==> src/rtl/cts_pkg.sv <==
// Shared types, codes and constants of the cascaded tick scheduler.
`default_nettype none
package cts_pkg;

	// Field and register widths
	localparam int TICK_W          = 16;
	localparam int DIV_W           = 10;
	localparam int CFG_IDX_W       = 2;
	localparam int COUNT_WIDTH_DEF = 16;
	localparam int LEVELS          = 4;

	// Command codes
	localparam logic CMD_RUN  = 1'b0;
	localparam logic CMD_INIT = 1'b1;

	// Configuration register indexes
	localparam logic [CFG_IDX_W-1:0] REG_DIV_MS_PER_10MS    = 2'd0;
	localparam logic [CFG_IDX_W-1:0] REG_DIV_10MS_PER_100MS = 2'd1;
	localparam logic [CFG_IDX_W-1:0] REG_DIV_100MS_PER_SEC  = 2'd2;
	localparam logic [CFG_IDX_W-1:0] REG_DIV_SEC_PER_MIN    = 2'd3;

	// Configuration reset values
	localparam logic [DIV_W-1:0] DIV_MS_PER_10MS_RST    = 10'd10;
	localparam logic [DIV_W-1:0] DIV_10MS_PER_100MS_RST = 10'd10;
	localparam logic [DIV_W-1:0] DIV_100MS_PER_SEC_RST  = 10'd10;
	localparam logic [DIV_W-1:0] DIV_SEC_PER_MIN_RST    = 10'd60;

	// Cascade levels, each named after the level that fires
	localparam logic [1:0] LVL_10MS  = 2'd0;
	localparam logic [1:0] LVL_100MS = 2'd1;
	localparam logic [1:0] LVL_1S    = 2'd2;
	localparam logic [1:0] LVL_1MIN  = 2'd3;

	typedef struct packed {
		logic              command;
		logic [TICK_W-1:0] now_tick;
	} cts_in_t;

	typedef struct packed {
		logic [TICK_W-1:0] elapsed_ticks;
		logic              fire_10ms;
		logic [TICK_W-1:0] ticks_10ms;
		logic              fire_100ms;
		logic              fire_1s;
		logic              fire_1min;
		logic [TICK_W-1:0] minutes_total;
	} cts_out_t;

endpackage
`default_nettype wire

==> src/rtl/cts_div.sv <==
// Restoring divider, one quotient bit per cycle, shared by all cascade levels.
`default_nettype none
module cts_div #(
	parameter int DW = cts_pkg::COUNT_WIDTH_DEF
) (
	input  wire logic                     clk,
	input  wire logic                     arst_n,
	input  wire logic                     start,
	input  wire logic [DW-1:0]            dividend,
	input  wire logic [cts_pkg::DIV_W-1:0] divisor,
	output logic                          done,
	output logic [DW-1:0]                 quotient,
	output logic [cts_pkg::DIV_W-1:0]     remainder
);

	localparam int VW = cts_pkg::DIV_W;
	localparam int CW = $clog2(DW + 1);

	logic          busy_q;
	logic          done_q;
	logic [CW-1:0] cnt_q;
	logic [DW-1:0] num_q;
	logic [VW-1:0] rem_q;
	logic [VW:0]   trial_w;
	logic          ge_w;
	logic [VW:0]   diff_w;

	// Shift in the next dividend bit and try the subtraction
	assign trial_w = {rem_q, num_q[DW-1]};
	assign ge_w    = trial_w >= {1'b0, divisor};
	assign diff_w  = trial_w - {1'b0, divisor};

	always_ff @(posedge clk or negedge arst_n) begin
		if (!arst_n) begin
			busy_q <= 1'b0;
			done_q <= 1'b0;
			cnt_q  <= '0;
			num_q  <= '0;
			rem_q  <= '0;
		end else begin
			done_q <= 1'b0;
			if (start) begin
				busy_q <= 1'b1;
				cnt_q  <= CW'(DW);
				num_q  <= dividend;
				rem_q  <= '0;
			end else if (busy_q) begin
				// Keep the partial remainder, shift the quotient bit in
				rem_q <= ge_w ? diff_w[VW-1:0] : trial_w[VW-1:0];
				num_q <= {num_q[DW-2:0], ge_w};
				cnt_q <= cnt_q - CW'(1);
				if (cnt_q == CW'(1)) begin
					busy_q <= 1'b0;
					done_q <= 1'b1;
				end
			end
		end
	end

	assign done      = done_q;
	assign quotient  = num_q;
	assign remainder = rem_q;

endmodule
`default_nettype wire

==> src/rtl/cascaded_tick_scheduler.sv <==
// Top level of the cascaded tick scheduler: sequencer, counters and config registers.
//
// The block takes one item at a time. An init item, or a run item with no
// elapsed ticks, is absorbed in its accept cycle and the block is ready again
// in the next cycle. A run item that fires levels keeps the block busy while
// each fired level is divided in turn, because every level division goes
// through one shared restoring divider that produces one quotient bit per
// clock. The result sits in an output register, so the block accepts the next
// item while it waits; only a second result finding that register still full
// holds the sequencer.
// Configuration writes are always taken (cfg_ready is high).
`default_nettype none
module cascaded_tick_scheduler #(
	parameter int COUNT_WIDTH = cts_pkg::COUNT_WIDTH_DEF
) (
	input  wire logic                         clk,
	input  wire logic                         arst_n,
	input  wire logic                         in_valid,
	output logic                              in_ready,
	input  wire cts_pkg::cts_in_t             in_data,
	output logic                              out_valid,
	input  wire logic                         out_ready,
	output cts_pkg::cts_out_t                 out_data,
	input  wire logic                         cfg_valid,
	output logic                              cfg_ready,
	input  wire logic [cts_pkg::CFG_IDX_W-1:0] cfg_index,
	input  wire logic [cts_pkg::DIV_W-1:0]    cfg_data
);

	localparam int TW    = cts_pkg::TICK_W;
	localparam int VW    = cts_pkg::DIV_W;
	localparam int CMP_W = (COUNT_WIDTH > VW) ? COUNT_WIDTH : VW;
	localparam int EXT_W = (COUNT_WIDTH > TW) ? COUNT_WIDTH : TW;

	typedef enum logic [1:0] {ST_IDLE, ST_CHECK, ST_DIV, ST_DONE} state_t;

	state_t                        state_q;
	logic [1:0]                    level_q;
	logic [cts_pkg::LEVELS-1:0]    fire_q;
	logic [TW-1:0]                 last_tick_q;
	logic [TW-1:0]                 elapsed_q;
	logic [COUNT_WIDTH-1:0]        ticks_q;
	logic [COUNT_WIDTH-1:0]        ms_q;
	logic [COUNT_WIDTH-1:0]        tens_q;
	logic [COUNT_WIDTH-1:0]        hund_q;
	logic [COUNT_WIDTH-1:0]        sec_q;
	logic [COUNT_WIDTH-1:0]        min_q;
	logic [VW-1:0]                 div_q [cts_pkg::LEVELS];
	logic                          out_valid_q;
	cts_pkg::cts_out_t             out_data_q;

	logic                          in_acc_w;
	logic                          out_free_w;
	logic [TW-1:0]                 elapsed_w;
	logic [EXT_W-1:0]              ms_sum_w;
	logic [COUNT_WIDTH-1:0]        operand_w;
	logic [VW-1:0]                 div_raw_w;
	logic [VW-1:0]                 divisor_w;
	logic                          lvl_fire_w;
	logic                          div_start_w;
	logic                          div_done_w;
	logic [COUNT_WIDTH-1:0]        quo_w;
	logic [VW-1:0]                 rem_w;
	logic [COUNT_WIDTH-1:0]        rem_cnt_w;

	assign in_ready   = (state_q == ST_IDLE);
	assign cfg_ready  = 1'b1;
	assign in_acc_w   = in_valid && in_ready;
	assign out_free_w = !out_valid_q || out_ready;

	// Elapsed ticks wrap at the tick width; the ms counter wraps at its own
	assign elapsed_w = in_data.now_tick - last_tick_q;
	assign ms_sum_w  = EXT_W'(ms_q) + EXT_W'(elapsed_w);

	// Select the counter under test and its divisor; zero acts as one
	always_comb begin
		case (level_q)
			cts_pkg::LVL_10MS:  operand_w = ms_q;
			cts_pkg::LVL_100MS: operand_w = tens_q;
			cts_pkg::LVL_1S:    operand_w = hund_q;
			cts_pkg::LVL_1MIN:  operand_w = sec_q;
			default:            operand_w = ms_q;
		endcase
	end

	assign div_raw_w   = div_q[level_q];
	assign divisor_w   = (div_raw_w == '0) ? VW'(1) : div_raw_w;
	assign lvl_fire_w  = CMP_W'(operand_w) >= CMP_W'(divisor_w);
	assign div_start_w = (state_q == ST_CHECK) && lvl_fire_w;
	assign rem_cnt_w   = COUNT_WIDTH'(rem_w);

	cts_div #(
		.DW (COUNT_WIDTH)
	) u_div (
		.clk       (clk),
		.arst_n    (arst_n),
		.start     (div_start_w),
		.dividend  (operand_w),
		.divisor   (divisor_w),
		.done      (div_done_w),
		.quotient  (quo_w),
		.remainder (rem_w)
	);

	// Sequencer, counters, configuration and output register
	always_ff @(posedge clk or negedge arst_n) begin
		if (!arst_n) begin
			state_q     <= ST_IDLE;
			level_q     <= cts_pkg::LVL_10MS;
			fire_q      <= '0;
			last_tick_q <= '0;
			elapsed_q   <= '0;
			ticks_q     <= '0;
			ms_q        <= '0;
			tens_q      <= '0;
			hund_q      <= '0;
			sec_q       <= '0;
			min_q       <= '0;
			div_q[cts_pkg::REG_DIV_MS_PER_10MS]    <= cts_pkg::DIV_MS_PER_10MS_RST;
			div_q[cts_pkg::REG_DIV_10MS_PER_100MS] <= cts_pkg::DIV_10MS_PER_100MS_RST;
			div_q[cts_pkg::REG_DIV_100MS_PER_SEC]  <= cts_pkg::DIV_100MS_PER_SEC_RST;
			div_q[cts_pkg::REG_DIV_SEC_PER_MIN]    <= cts_pkg::DIV_SEC_PER_MIN_RST;
			out_valid_q <= 1'b0;
			out_data_q  <= '0;
		end else begin
			// Write a divisor register
			if (cfg_valid) begin
				div_q[cfg_index] <= cfg_data;
			end

			// Drop the result once it is taken
			if (out_valid_q && out_ready) begin
				out_valid_q <= 1'b0;
			end

			case (state_q)
				ST_IDLE: begin
					if (in_acc_w) begin
						last_tick_q <= in_data.now_tick;
						if (in_data.command == cts_pkg::CMD_INIT) begin
							ms_q   <= '0;
							tens_q <= '0;
							hund_q <= '0;
							sec_q  <= '0;
							min_q  <= '0;
						end else if (elapsed_w != '0) begin
							ms_q      <= COUNT_WIDTH'(ms_sum_w);
							elapsed_q <= elapsed_w;
							fire_q    <= '0;
							ticks_q   <= '0;
							level_q   <= cts_pkg::LVL_10MS;
							state_q   <= ST_CHECK;
						end
					end
				end
				ST_CHECK: begin
					// Fire this level and divide, or stop the cascade here
					if (lvl_fire_w) begin
						fire_q[level_q] <= 1'b1;
						if (level_q == cts_pkg::LVL_10MS) begin
							ticks_q <= operand_w;
						end
						state_q <= ST_DIV;
					end else begin
						state_q <= ST_DONE;
					end
				end
				ST_DIV: begin
					if (div_done_w) begin
						// Keep the remainder, carry the quotient upward
						case (level_q)
							cts_pkg::LVL_10MS: begin
								ms_q   <= rem_cnt_w;
								tens_q <= tens_q + quo_w;
							end
							cts_pkg::LVL_100MS: begin
								tens_q <= rem_cnt_w;
								hund_q <= hund_q + quo_w;
							end
							cts_pkg::LVL_1S: begin
								hund_q <= rem_cnt_w;
								sec_q  <= sec_q + quo_w;
							end
							cts_pkg::LVL_1MIN: begin
								sec_q <= rem_cnt_w;
								min_q <= min_q + quo_w;
							end
							default: begin
								ms_q <= ms_q;
							end
						endcase
						if (level_q == cts_pkg::LVL_1MIN) begin
							state_q <= ST_DONE;
						end else begin
							level_q <= level_q + 2'd1;
							state_q <= ST_CHECK;
						end
					end
				end
				ST_DONE: begin
					// Load the result once the output register is free
					if (out_free_w) begin
						out_valid_q                <= 1'b1;
						out_data_q.elapsed_ticks   <= elapsed_q;
						out_data_q.fire_10ms       <= fire_q[cts_pkg::LVL_10MS];
						out_data_q.ticks_10ms      <= TW'(EXT_W'(ticks_q));
						out_data_q.fire_100ms      <= fire_q[cts_pkg::LVL_100MS];
						out_data_q.fire_1s         <= fire_q[cts_pkg::LVL_1S];
						out_data_q.fire_1min       <= fire_q[cts_pkg::LVL_1MIN];
						out_data_q.minutes_total   <= TW'(EXT_W'(min_q));
						state_q                    <= ST_IDLE;
					end
				end
				default: begin
					state_q <= ST_IDLE;
				end
			endcase
		end
	end

	assign out_valid = out_valid_q;
	assign out_data  = out_data_q;

endmodule
`default_nettype wire

==> config.mk <==
export PLATFORM = sky130hd
export DESIGN_NAME = cascaded_tick_scheduler
export DESIGN_NICKNAME = d
export VERILOG_FILES = /design/src/rtl/cts_pkg.sv /design/src/rtl/cts_div.sv /design/src/rtl/cascaded_tick_scheduler.sv
export SDC_FILE = /design/constraint.sdc
export NUM_CORES = 1
export LEC_CHECK = 0
export BUFFER_PORTS_ARGS = -buffer_cell sky130_fd_sc_hd__buf_2
export CAP_MARGIN = 20
export CORE_ASPECT_RATIO = 1.75
export CORE_MARGIN = 5
export CORE_UTILIZATION = 62
export DETAILED_ROUTE_END_ITERATION = 10
export GPL_ROUTABILITY_DRIVEN = 0
export PLACE_DENSITY = 0.91
export SYNTH_ARGS = -nofsm -noshare
export SYNTH_HDL_FRONTEND = slang
export SYNTH_SLANG_ARGS = --single-unit
==> constraint.sdc <==
create_clock -name clk -period 6 [get_ports clk]
set_input_delay 1.2 -clock clk [delete_from_list [all_inputs] [get_ports clk]]
set_output_delay 1.2 -clock clk [all_outputs]
set_load 0.1 [all_outputs]
# Word level (Yosys, flattened, before mapping)
# Index checks and enable logic that the tools add are counted.
dict set report op_classes {
  n_lt_le_gt_ge 7
  eq_ne 22
  n_addsub 9
  bitwise 4
  n_mux 71
  reduce_logical 26
}
# operator count
set op_table {}
lappend op_table {{$mux W16} 19}
lappend op_table {{$pmux W16 S2} 9}
lappend op_table {{$add A16 B16 Y16} 5}
lappend op_table {{$mux W10} 7}
lappend op_table {{$pmux W16 S4} 1}
lappend op_table {{$bwmux W40} 1}
lappend op_table {{$reduce_and A5 Y1} 7}
lappend op_table {{$mux W2} 11}
lappend op_table {{$bmux W10 S2} 1}
lappend op_table {{$demux W10 S2} 1}
lappend op_table {{$ge A16 B10 Y1} 1}
lappend op_table {{$mux W4} 4}
lappend op_table {{$reduce_bool A16 Y1} 1}
lappend op_table {{$sub A16 B16 Y16} 1}
lappend op_table {{$ne A2 B2 Y1 const B} 6}
lappend op_table {{$reduce_and A6 Y1} 2}
lappend op_table {{$ge A11 B10 Y1} 1}
lappend op_table {{$mux W1} 11}
lappend op_table {{$logic_not A10 Y1} 1}
lappend op_table {{$mux W5} 2}
lappend op_table {{$ne A2 B1 Y1 const B} 5}
lappend op_table {{$sub A10 B10 Y10} 1}
lappend op_table {{$eq A2 B2 Y1 const B} 4}
lappend op_table {{$pmux W2 S4} 1}
lappend op_table {{other kinds (23)} 36}
dict set report word_totals {
  word_cells 167
  inputBits 34
  output_inout_bits 55
  register_bits 262
}

# Depth between registers and ports, before layout
dict set report logic_depth {
  ltp_word 10
  mapped_depth 21
}

# Modules after synthesis
# Synthesis repeated with hierarchy kept, for this count alone.
dict set report unflattened {
  hier_cells 1613
  hier_area_um2 16251.8
}
# mod instances seq_area_each_um2 cells_per_inst area_per_inst_um2
set modules_own_cells {}
lappend modules_own_cells {cascaded_tick_scheduler 1 5743.0 1398 14226.1}
lappend modules_own_cells {cts_div 1 825.8 215 2025.7}

# Worst setup path before layout
# OpenSTA, ideal clock, no wires.
dict set report synth_timing {
  path_type {reg2reg}
  from {register level_q[0]}
  to {register ticks_q[5]}
  arrival_time_ns 4.544
  path_stages_with_launch 22
  path_slack_ns 1.390
  period_less_slack_ns 4.610
  required_ns 5.935
  cell_sequence {dfrtp_1 -> buf_1 -> inv_1 -> ha_1 -> clkinv_1 -> buf_2 -> buf_1 -> nand2_1 -> o21ai_0 -> ha_1 -> nand2b_1 -> a21oi_1 -> nor2b_1 -> o21ai_0 -> a21oi_1 -> o41a_1 -> a311oi_1 -> or2_2 -> clkbuf_1 -> o2bb2ai_2 -> buf_4 -> a22o_1}
}
dict set report synth_between {
  elab_chain_cells 9
  word_cells_on_any_way 18
  cone_classes {1 x order compare; 5 x eq/ne; 8 x mux; 1 x bitwise; 3 x reduce/logical}
}
# item line
set synth_lines {}
lappend synth_lines {{start, declared} cascaded_tick_scheduler.sv:38} ;# logic [1:0] level_q;
lappend synth_lines {{start signal, assigned} cascaded_tick_scheduler.sv:109} ;# level_q <= cts_pkg::LVL_10MS;
lappend synth_lines {{start signal, assigned} cascaded_tick_scheduler.sv:151} ;# level_q <= cts_pkg::LVL_10MS;
lappend synth_lines {{start signal, assigned} cascaded_tick_scheduler.sv:195} ;# level_q <= level_q + 2'd1;
lappend synth_lines {{$not A2 Y3 (not written as such)} cascaded_tick_scheduler.sv:86} ;# assign div_raw_w = div_q[level_q];
lappend synth_lines {{$bmux W10 S2} cascaded_tick_scheduler.sv:86}
lappend synth_lines {{$mux W10 (not written as such) (2 in a row)} cascaded_tick_scheduler.sv:86}
lappend synth_lines {{$logic_not A10 Y1} cascaded_tick_scheduler.sv:87} ;# assign divisor_w = (div_raw_w == '0) ? VW'(1) : div_raw_w;
lappend synth_lines {{$mux W10} cascaded_tick_scheduler.sv:87}
lappend synth_lines {{$ge A16 B10 Y1} cascaded_tick_scheduler.sv:88} ;# assign lvl_fire_w = CMP_W'(operand_w) >= CMP_W'(divisor_w);
lappend synth_lines {{$ne A2 B2 Y1 (no source line)} -}
lappend synth_lines {{$reduce_and A6 Y1 (no source line)} -}
lappend synth_lines {{end signal, assigned} cascaded_tick_scheduler.sv:161} ;# ticks_q <= operand_w;
lappend synth_lines {{end, declared} cascaded_tick_scheduler.sv:42} ;# logic [COUNT_WIDTH-1:0] ticks_q;
# Parallel ways exist; a longest one is shown, timed or not. The select of a mux whose other input is x is not followed.
# A chain may end at the register's enable or synchronous reset.

# Worst setup path after layout
dict set report layout_timing {
  from {register level_q[0]}
  to {register ticks_q[3]}
}
# Same word-level chain as after synthesis.

==> reports/metrics.cfg <==
[timing]
setup_slack_ns=0.631
rsz0062_at_grt=no
finalCritPeriodShare=0.895
skew_ns=0.0277
worst_pin_slew_ns=1.10
max_freq_mhz=186
fin_setup_tns_ns=0
setup_viol_count_final=0
hold_viol_final=0
min_period_ns=5.37
drv_slew=0
slew_headroom=0.265

[route]
drc=0
drt_iter0_markers=1072
finalWirelength_um=41900
ant_nets=0
drtPass1Iterations=6
viasPerCell=6.66
vias=13060
post_drt_wl_per_cell_um=21.4

[logic_synthesis]
synth_edf_count=0
syn-cell-area_um2=16000
synth.yosys.warnings=0
ys_ff_latch=262
synth_nets=1724
synth.avg_cell_area_um2=10.2
syn_inst=1567
synth-seq-area-share=0.411
yosysUniqueCellTypes=88
synthArstFlopShare=1.00
synth_ff_type=dfrtp_1

[clock_tree]
cts_max_level=1
cts.sink_count=262
hold_buffers=0
root_buffer=clkbuf_16
cts_buffer_depth=3
cts_resized=0
clk_pin_slew_ns=0.06
cts_made_buffers=25
postCtsSetupBuffers=0
clock_latency_ns=0.56
cts_tree=done

[finish]
final_util=0.691
finish.net_count=1784
mostFrequentLayoutCells=dfrtp_1, nand2_1, ha_1
fillers=1712
antenna-diode-count=0
final_common_cell=dfrtp_1
drive_above_1_share=0.194
area_growth_pct=9.61

[global_routing]
grt.total_usage=0.283
grt_max_degree=140
grt_pass1_vias=13877
antenna_found_initial=0
grt_pass1_wl_um=68900
gr-total-overflow=0

[floorplanning]
num_rows=77
die_y_um=222
dieArea_um2=29200
die_w_um=131
initial_core_util=0.631
coreArea_um2=25300
pin_count=89

[critical_path]
worstSetupPathType=reg2reg
cp_data_required_time_ns=6.44
arrival_ns=5.81
critical_path.startpoint_type=flop
cp_max_fo=15
cp-end-kind=flop

[placed_design]
dpl.hpwl_um=30000
pre_cts_slack_ns=0.843
numPortBuffers=87

[hold_path]
hold_class=reg2reg

[status]
outcome=finished, final reports clean

[run]
drv_cap=0

[logic make-up after synthesis]
family	Yosys count	synth area share
other	1	0.000235
adder cells (fa/ha/maj)	123	0.0996
multiplexers	150	0.110
flip-flops	262	0.411
AND/OR/NAND/NOR	373	0.115
buffers and inverters	138	0.0349
XOR/XNOR	81	0.0444
AO/OA/AOI/OAI	439	0.185
[sequential cells by signal, indices dropped and copies added (netlist names)]
signal and count:
out_data 52, div_q 40, elapsed_q 16, hund_q 16, last_tick_q 16, min_q 16, ms_q 16, sec_q 16
tens_q 16, ticks_q 16, u_div.quotient 16, u_div.remainder 10, u_div.cnt_q 5, fire_q 4, level_q 2, state_q 2
out_valid 1, u_div.busy_q 1, u_div.done 1
[critical path, cell delays in order, from the launching register on]
cell      delay [ns]
dfrtp_1         0.88
mux4_2          0.62
nor4_1          0.45
a31o_2          0.25
ha_1            0.23
nand2b_1        0.17
a21oi_1         0.19
nor2b_1         0.07
o21ai_0         0.28
a21oi_1         0.14
o41a_1          0.34
a311oi_1        0.64
or2_2           0.42
nor2_1          0.28
a22o_1          0.31
[layout make-up]
type | instances | area (µm²) | share of cell area
clock buffer | 33 | 706 | 0.0403
clock inverter | 13 | 153 | 0.00871
inverter | 70 | 263 | 0.0150
multi-input combinational | 1167 | 8870 | 0.506
tap | 316 | 395 | 0.0226
timing repair buffer | 101 | 563 | 0.0321
sequential | 262 | 6570 | 0.375
[stage by stage]
| stage | hold WS (ns) | instance area (µm²) | instances |
|---|---|---|---|
| 6_report | 0.489 | 17500 | 1962 |
| 3_5_place_dp | 0.478 | 16700 | 1916 |
| 4_1_cts | 0.491 | 17500 | 1962 |
| 3_3_place_gp | 0.459 | 16700 | 1916 |
| 5_1_grt | 0.502 | 17500 | 1962 |
| 2_1_floorplan | 0.444 | 16000 | 1567 |
[synth_stat cells (15+ instances only)]
| cell | number | share of area |
|---|---|---|
| nand2b_1 | 15 | 0.0059 |
| a21oi_1 | 102 | 0.032 |
| a222oi_1 | 16 | 0.010 |
| a211oi_1 | 23 | 0.011 |
| nor2_1 | 99 | 0.023 |
| a22o_1 | 33 | 0.018 |
| inv_1 | 67 | 0.016 |
| o21bai_1 | 17 | 0.0080 |
| clkbuf_1 | 46 | 0.011 |
| o31ai_1 | 18 | 0.0085 |
| nand2_1 | 124 | 0.029 |
| xnor2_1 | 55 | 0.030 |
| ha_1 | 116 | 0.091 |
| dfrtp_1 | 252 | 0.39 |
| xor2_1 | 26 | 0.014 |
| mux2i_1 | 32 | 0.020 |
| mux2_2 | 102 | 0.072 |
| nand3_1 | 26 | 0.0081 |
| o21ai_0 | 106 | 0.033 |
| nor3_1 | 18 | 0.0056 |
| a21o_1 | 21 | 0.0099 |
[routing by layer]
metal,routed length [µm],vias to the layer above,global-route usage,part of all wire
met5,0,-,0,0
met4,3190,0,0.193,0.076
met3,2740,229,0.0541,0.065
met2,21700,615,0.511,0.52
met1,14300,6365,0.294,0.34
li1,-,5851,-,-
[worst paths after layout]
| check | startpoint | to | slack (ns) | cells after the start |
|---|---|---|---|---|
| setup / recovery | level_q[0] | ticks_q[3] | 0.63 | 14 |
| hold / removal | elapsed_q[15] | elapsed_q[15] | 0.49 | 2 |
| setup reg to reg | level_q[0] | ticks_q[3] | 0.63 | 14 |
| hold reg to reg | elapsed_q[15] | elapsed_q[15] | 0.49 | 2 |
| max in group asynchronous | arst_n | out_data[40] | 4.04 | 2 |
| min in group asynchronous | arst_n | out_data[3] | 0.72 | 1 |
Power is not shown: default switching activity piles up to over one toggle a cycle in this logic, so the estimate is an artifact.
